==> config.mk <==
export PLATFORM = sky130hd
export DESIGN_NAME = indexed_array_insert_delete_unit
export DESIGN_NICKNAME = d
export VERILOG_FILES = /design/src/iadu_pkg.sv /design/src/iadu_datapath.sv /design/src/iadu_ctrl.sv /design/src/indexed_array_insert_delete_unit.sv
export VERILOG_INCLUDE_DIRS = /design/src /design/src/src
export SDC_FILE = /design/constraint.sdc
export NUM_CORES = 1
export LEC_CHECK = 0
export BUFFER_PORTS_ARGS = -buffer_cell sky130_fd_sc_hd__buf_2
export CAP_MARGIN = 15
export CORE_ASPECT_RATIO = 1.4
export CORE_MARGIN = 2
export CORE_UTILIZATION = 40
export CTS_CLUSTER_DIAMETER = 50
export CTS_CLUSTER_SIZE = 28
export DETAILED_ROUTE_END_ITERATION = 16
export SLEW_MARGIN = 20
export SYNTH_ARGS = -nofsm -noshare
export SYNTH_HDL_FRONTEND = slang
export SYNTH_SLANG_ARGS = --single-unit
==> constraint.sdc <==
create_clock -name i_clk -period 7.3 [get_ports i_clk]
set_input_delay 0.73 -clock i_clk [delete_from_list [all_inputs] [get_ports i_clk]]
set_output_delay 0.73 -clock i_clk [all_outputs]
set_load 0.005 [all_outputs]
==> src/assert_macros.svh <==
// ----------------------------------------------------------------------------
// Assertion macros shared by the array list RTL
// Clocked property checks with and without the reset qualifier.
// ----------------------------------------------------------------------------
`ifndef ASSERT_MACROS_SVH
`define ASSERT_MACROS_SVH

// checked only while out of reset
`define ASSERT_RST(lbl, prop, msg) \
    lbl: assert property (@(posedge i_clk) disable iff (!i_rst_n) prop) else $error(msg);

// checked at every edge, reset included
`define ASSERT_ALW(lbl, prop, msg) \
    lbl: assert property (@(posedge i_clk) prop) else $error(msg);

`endif

==> src/iadu_pkg.sv <==
// ----------------------------------------------------------------------------
// iadu_pkg
// Item types, status codes and command/status structs for the array list.
// ----------------------------------------------------------------------------
`timescale 1ns / 1ps

package iadu_pkg;

    localparam int C_DEPTH  = 16;
    localparam int C_CNT_W  = 5;
    localparam int C_IDX_W  = $clog2(C_DEPTH);
    localparam int C_WORD_W = 32;

    localparam logic [C_CNT_W-1:0] C_FULL_CNT = C_CNT_W'(C_DEPTH);

    // operation codes
    localparam logic [1:0] KIND_INSERT  = 2'd0;
    localparam logic [1:0] KIND_DELETE  = 2'd1;
    localparam logic [1:0] KIND_DISPLAY = 2'd2;

    // status codes
    localparam logic [1:0] ST_OK     = 2'd0;
    localparam logic [1:0] ST_FULL   = 2'd1;
    localparam logic [1:0] ST_EMPTY  = 2'd2;
    localparam logic [1:0] ST_BADPOS = 2'd3;

    typedef struct packed {
        logic [1:0]                 kind;
        logic signed [C_WORD_W-1:0] value;
        logic [C_CNT_W-1:0]         position;
    } t_item_in;

    typedef struct packed {
        logic [1:0]                 status;
        logic signed [C_WORD_W-1:0] entry;
        logic [C_IDX_W-1:0]         entry_index;
        logic [C_CNT_W-1:0]         count;
        logic                       last;
    } t_item_out;

    // controller -> datapath
    typedef struct packed {
        logic               exec;   // run the accepted item's single-result op
        logic               emit;   // load one display result
        logic [C_IDX_W-1:0] idx;
        logic               last;
    } t_cmd;

    // datapath -> controller
    typedef struct packed {
        logic               out_free;
        logic [C_CNT_W-1:0] count;
    } t_sts;

endpackage

==> src/iadu_datapath.sv <==
// ----------------------------------------------------------------------------
// iadu_datapath
// Word cells with parallel shift, entry count and the output item register.
// ----------------------------------------------------------------------------
`timescale 1ns / 1ps
`include "assert_macros.svh"

module iadu_datapath (
    input  logic               i_clk,
    input  logic               i_rst_n,
    input  iadu_pkg::t_item_in i_item,
    input  iadu_pkg::t_cmd     i_cmd,
    input  logic               i_out_stall,
    output iadu_pkg::t_sts     o_sts,
    output logic               o_out_valid,
    output iadu_pkg::t_item_out o_out_item
);
    import iadu_pkg::*;

    logic signed [C_WORD_W-1:0] r_cells [C_DEPTH];
    logic signed [C_WORD_W-1:0] n_cells [C_DEPTH];
    logic [C_CNT_W-1:0]         r_count;
    logic [C_CNT_W-1:0]         n_count;
    logic                       r_out_valid;
    t_item_out                  r_out;
    t_item_out                  exec_res;
    logic [1:0]                 exec_st;

    // single-result operations
    always_comb begin
        n_cells = r_cells;
        n_count = r_count;
        exec_st = ST_OK;
        case (i_item.kind)
            KIND_INSERT: begin
                if (r_count == C_FULL_CNT) begin
                    exec_st = ST_FULL;
                end else if (i_item.position > r_count) begin
                    exec_st = ST_BADPOS;
                end else begin
                    if (i_item.position == '0) begin
                        n_cells[0] = i_item.value;
                    end
                    for (int i = 1; i < C_DEPTH; i++) begin
                        if (C_CNT_W'(i) == i_item.position) begin
                            n_cells[i] = i_item.value;
                        end else if (C_CNT_W'(i) > i_item.position) begin
                            n_cells[i] = r_cells[i-1];
                        end
                    end
                    n_count = r_count + 1'b1;
                end
            end
            KIND_DELETE: begin
                if (r_count == '0) begin
                    exec_st = ST_EMPTY;
                end else if (i_item.position >= r_count) begin
                    exec_st = ST_BADPOS;
                end else begin
                    for (int i = 0; i < C_DEPTH - 1; i++) begin
                        if (C_CNT_W'(i) >= i_item.position) begin
                            n_cells[i] = r_cells[i+1];
                        end
                    end
                    n_count = r_count - 1'b1;
                end
            end
            KIND_DISPLAY: begin
                // non-empty display runs through the emit path
                if (r_count == '0) begin
                    exec_st = ST_EMPTY;
                end
            end
            default: begin
            end
        endcase
        exec_res.status      = exec_st;
        exec_res.entry       = '0;
        exec_res.entry_index = '0;
        exec_res.count       = n_count;
        exec_res.last        = 1'b1;
    end

    always_ff @(posedge i_clk) begin
        if (i_cmd.exec) begin
            r_cells <= n_cells;
        end
    end

    always_ff @(posedge i_clk) begin
        if (!i_rst_n) begin
            r_count     <= '0;
            r_out_valid <= 1'b0;
        end else begin
            if (i_cmd.exec) begin
                r_count     <= n_count;
                r_out_valid <= 1'b1;
            end else if (i_cmd.emit) begin
                r_out_valid <= 1'b1;
            end else if (!i_out_stall) begin
                r_out_valid <= 1'b0;
            end
        end
    end

    always_ff @(posedge i_clk) begin
        if (i_cmd.exec) begin
            r_out <= exec_res;
        end else if (i_cmd.emit) begin
            r_out.status      <= ST_OK;
            r_out.entry       <= r_cells[i_cmd.idx];
            r_out.entry_index <= i_cmd.idx;
            r_out.count       <= r_count;
            r_out.last        <= i_cmd.last;
        end
    end

    assign o_sts.out_free = !r_out_valid || !i_out_stall;
    assign o_sts.count    = r_count;
    assign o_out_valid    = r_out_valid;
    assign o_out_item     = r_out;

    `ASSERT_RST(a_count_range, r_count <= C_FULL_CNT, "count above depth")
    `ASSERT_RST(a_taken_drops, (r_out_valid && !i_out_stall && !i_cmd.exec && !i_cmd.emit)
        |=> !r_out_valid, "taken item left valid")

endmodule

==> src/iadu_ctrl.sv <==
// ----------------------------------------------------------------------------
// iadu_ctrl
// Sequencer: accepts items and steps through the display read-out.
// ----------------------------------------------------------------------------
`timescale 1ns / 1ps
`include "assert_macros.svh"

module iadu_ctrl (
    input  logic           i_clk,
    input  logic           i_rst_n,
    input  logic           i_in_valid,
    input  logic [1:0]     i_kind,
    input  iadu_pkg::t_sts i_sts,
    output logic           o_in_stall,
    output iadu_pkg::t_cmd o_cmd
);
    import iadu_pkg::*;

    typedef enum logic {
        S_IDLE,
        S_DISP
    } t_state;

    t_state             r_state;
    logic [C_IDX_W-1:0] r_idx;
    logic               accept;
    logic               disp_go;
    logic               disp_last;

    assign o_in_stall = !(r_state == S_IDLE && i_sts.out_free);
    assign accept     = i_in_valid && !o_in_stall;
    assign disp_go    = (i_kind == KIND_DISPLAY) && (i_sts.count != '0);
    assign disp_last  = ({1'b0, r_idx} + 1'b1) == i_sts.count;

    assign o_cmd.exec = accept && !disp_go;
    assign o_cmd.emit = (r_state == S_DISP) && i_sts.out_free;
    assign o_cmd.idx  = r_idx;
    assign o_cmd.last = disp_last;

    always_ff @(posedge i_clk) begin
        if (!i_rst_n) begin
            r_state <= S_IDLE;
            r_idx   <= '0;
        end else begin
            case (r_state)
                S_IDLE: begin
                    if (accept && disp_go) begin
                        r_state <= S_DISP;
                        r_idx   <= '0;
                    end
                end
                S_DISP: begin
                    if (o_cmd.emit) begin
                        if (disp_last) begin
                            r_state <= S_IDLE;
                        end
                        r_idx <= r_idx + 1'b1;
                    end
                end
                default: begin
                    r_state <= S_IDLE;
                end
            endcase
        end
    end

    `ASSERT_RST(a_disp_blocks, (r_state == S_DISP) |-> o_in_stall, "item taken during display")
    `ASSERT_ALW(a_cmd_excl, !(o_cmd.exec && o_cmd.emit), "exec and emit together")
    `ASSERT_RST(a_idx_range, (r_state == S_DISP) |-> ({1'b0, r_idx} < i_sts.count),
        "display index past count")

endmodule

==> src/indexed_array_insert_delete_unit.sv <==
// ----------------------------------------------------------------------------
// indexed_array_insert_delete_unit
// Packed list of up to 16 signed words with insert, delete and display.
// ----------------------------------------------------------------------------
//  channel | dir | handshake                 | item
//  --------+-----+---------------------------+---------------------------
//  in      | in  | i_in_valid / o_in_stall   | kind, value, position
//  out     | out | o_out_valid / i_out_stall | status, entry, entry_index,
//          |     |                           | count, last
//
//  Insert, delete, an empty display and the odd kinds give one item each.
//  A non-empty display gives one item per cycle unless the out side
//  stalls, count items in all; the input stalls until the last is loaded.
//  Output stage is a single register; a new input is taken while the
//  previous item waits, as long as the out side is not stalling.
//  Synchronous active-low reset empties the list; words need no clear.
// ----------------------------------------------------------------------------
`timescale 1ns / 1ps

module indexed_array_insert_delete_unit (
    input  logic                i_clk,
    input  logic                i_rst_n,
    input  logic                i_in_valid,
    output logic                o_in_stall,
    input  iadu_pkg::t_item_in  i_in_item,
    output logic                o_out_valid,
    input  logic                i_out_stall,
    output iadu_pkg::t_item_out o_out_item
);
    import iadu_pkg::*;

    t_cmd cmd;   // sequencer commands
    t_sts sts;   // datapath status: output slot free, current count

    // control: accept, display walk
    iadu_ctrl u_ctrl (
        .i_clk      (i_clk),
        .i_rst_n    (i_rst_n),
        .i_in_valid (i_in_valid),
        .i_kind     (i_in_item.kind),
        .i_sts      (sts),
        .o_in_stall (o_in_stall),
        .o_cmd      (cmd)
    );

    // storage, shifting and result register
    iadu_datapath u_dp (
        .i_clk       (i_clk),
        .i_rst_n     (i_rst_n),
        .i_item      (i_in_item),
        .i_cmd       (cmd),
        .i_out_stall (i_out_stall),
        .o_sts       (sts),
        .o_out_valid (o_out_valid),
        .o_out_item  (o_out_item)
    );

endmodule

==> impl_metrics.json <==
{
  "area_delta_synth_final_pct": 8.99,
  "crit_chain": "inv_1 -> ha_1 -> a21oi_1 -> o21ai_1 -> a2111oi_4 -> o21ai_2 -> nor2b_4 -> and2_2 -> buf_4",
  "drv_cap": 0,
  "grt_max_degree": 233,
  "synth.top_cell.area_share_pct": 48.6,
  "nNetsFinal": 2684,
  "synth_area_leaders": "edfxtp_1 (49%), mux2i_1 (14%), mux4_2 (11%), o21ai_0 (7.5%), nand2_1 (6.4%)",
  "max_freq_ghz": 0.213,
  "grt_pass1_vias": 22538,
  "vias": 22688,
  "finalCritPeriodShare_pct": 64.3,
  "status": "finished clean",
  "dpl.hpwl_um": 54900,
  "cts_setup_buffers": 0,
  "drv_slew": 0,
  "syn_area_um2": 32100,
  "rsz0062_at_grt": "no",
  "start_util_pct": 40.5,
  "first_pass_iters": 5,
  "wl_per_cell_um": 25.7,
  "vias_per_cell": 6.09,
  "rows": 122,
  "antenna_found_initial": 5,
  "htreeDepth": 2,
  "place_area_um2": 33300,
  "totalWireLength_um": 95800,
  "finalSetupViolCount": 0,
  "tns_ps": 0,
  "cts_sinks": 567,
  "pin_count": 89,
  "startpoint_type": "flop",
  "path_max_fanout": 19,
  "ys.flop_type": "edfxtp_1",
  "synth.distinct_cells": 59,
  "syn_inst": 2708,
  "synth_area_per_cell_um2": 11.8,
  "worst_pin_slew_ps": 1220,
  "fin_skew_ps": 36.3,
  "cts-resized-gates": 0,
  "cts_tree": "done",
  "syn_nets": 2759,
  "die_h_um": 339,
  "port_buffers": 88,
  "drt_iter0_drc": 2570,
  "critPathCaptureType": "flop",
  "grt-ovfl-total": 0,
  "slowest_delay_ps": 800,
  "antenna_left": 0,
  "synth_top_cell_by_area": "edfxtp_1",
  "synth_edf_count": 519,
  "stdcell_area_um2": 34900,
  "arrival_ps": 4970,
  "cts.clk_slew.worst_paths_ps": 90,
  "postCtsHoldBufs": 0,
  "hold_viol_final": 0,
  "final.min_clock_period_ps": 4690,
  "synth-seq-area-share_pct": 51.6,
  "clockBufferDepth": 3,
  "cp.buffers_inverters": 2,
  "slew_headroom_pct": 18.6,
  "critPathSlowestCell": "nor2b_4",
  "synthArstFlopShare_pct": 0,
  "yosysWarnings": 0,
  "drive_above_1_share_pct": 16.9,
  "fp.dieW_um": 243,
  "worstHoldPathType": "reg -> reg",
  "dieArea_um2": 82400,
  "clk_latency_ps": 640,
  "core_area_um2": 79200,
  "grt_pass1_wl_um": 144000,
  "fill_cells": 7161,
  "synth-seq-cells": 567,
  "vdd_drop_max_mv": 0.152,
  "crit_family": "simple AND/OR/NAND/NOR gates",
  "required_ps": 7580,
  "cts_made_buffers": 45,
  "path_class": "reg -> reg",
  "cts_root_buffer": "clkbuf_16",
  "gp_congestion": 0.850,
  "power_per_cell_area_nw_per_um2": 200,
  "grt.total_usage_pct": 22.7,
  "static-leakage-power_nw": 12.4,
  "remaining_drc_errors": 0
}
final timing paths:
path         slack, ps                  end  cells past startpoint           startpoint
max               2610    u_dp.r_cells[162]                      9      u_dp.r_count[2]
min                450  u_dp.o_out_item[38]                      2  u_dp.o_out_item[38]
max reg2reg       2610    u_dp.r_cells[162]                      9      u_dp.r_count[2]
min reg2reg        450  u_dp.o_out_item[38]                      2  u_dp.o_out_item[38]
metal layers:
| metal | part of all wire, % | GRT usage [%] | up-vias |
|---|---|---|---|
| met4 | 3.6 | 8.37 | 0 |
| met3 | 6.3 | 3.47 | 178 |
| li1 | - | - | 10002 |
| met5 | 0 | 0 | - |
| met2 | 50 | 39.1 | 940 |
| met1 | 40 | 28.7 | 11568 |
cells in the final DEF, fill, tap and decap left out, types with 33 or more instances in the layout:
master       n
nand2_1    541
edfxtp_1   519
o21ai_0    479
mux2i_1    449
mux4_2     160
buf_2       88
clkbuf_16   45
dfxtp_1     44
buf_4       40
a22o_1      33
sequential cells by signal, summed over array words and instances (netlist names):
signal            cells
u_ctrl.r_state        1
u_dp.r_count          5
u_dp.o_out_valid      1
u_dp.o_out_item      44
u_ctrl.r_idx          4
u_dp.r_cells        512
cell type report:
class	count	area (um2)	share of cell area, %
tap	1054	1320	3.77
timing repair buffer	133	841	2.41
clock inverter	38	473	1.35
multi-input combinational	1876	14600	41.7
inverter	10	37.5	0.107
antenna	2	5.00	0.0143
clock buffer	45	1130	3.22
sequential	567	16600	47.4
through the flow:
step	hold WS, ps	util [%]	total power, mW	std cells	worst slack, ps
2_1_floorplan	445	-	4.14	2708	527
3_3_place_gp	438	42.1	4.32	3640	2410
3_5_place_dp	439	42.1	4.34	3640	2290
4_1_cts	452	44.1	7.05	3723	2600
5_1_grt	468	44.1	7.22	3725	2410
6_report	448	44.1	7.00	3725	2610
cell families (layout without fill, tap and decap cells):
group,after synthesis,count (layout),share of synthesized area [%]
flip-flops,567,567,51.6
XOR/XNOR,8,8,0.219
multiplexers,641,641,26.4
buffers and inverters,265,226,3.55
other,0,2,0
AO/OA/AOI/OAI,580,580,9.81
adder cells (fa/ha/maj),8,8,0.312
AND/OR/NAND/NOR,639,639,8.11
synthesized netlist by cell type, drive strengths merged (7+ instances only):
| cell type | number |
|---|---|
| o21ai | 496 |
| nor2b | 7 |
| buf | 86 |
| dfxtp | 48 |
| inv | 10 |
| nor3 | 10 |
| ha | 8 |
| clkbuf | 169 |
| mux2 | 32 |
| nor2 | 31 |
| mux4 | 160 |
| and2 | 7 |
| edfxtp | 519 |
| a22o | 33 |
| nand2 | 545 |
| nand3 | 7 |
| a21oi | 21 |
| mux2i | 449 |
power breakdown:
group / total, mW / internal, mW / switching (mW)
combinational: 0.629 / 0.207 / 0.421
clock: 2.72 / 1.25 / 1.47
sequential: 3.65 / 3.61 / 0.0363
worst register-to-register path: cells and delay by family, from the launching register on:
family / cells / cell delay [ps]
AOI/OAI and AO/OA: 4 / 1370
and+or+nand+nor: 2 / 1410
adders and majority gates: 1 / 350
buffers and inverters: 2 / 650
DFF: 1 / 580
No activity file was read; power rests on OpenSTA's default activity.
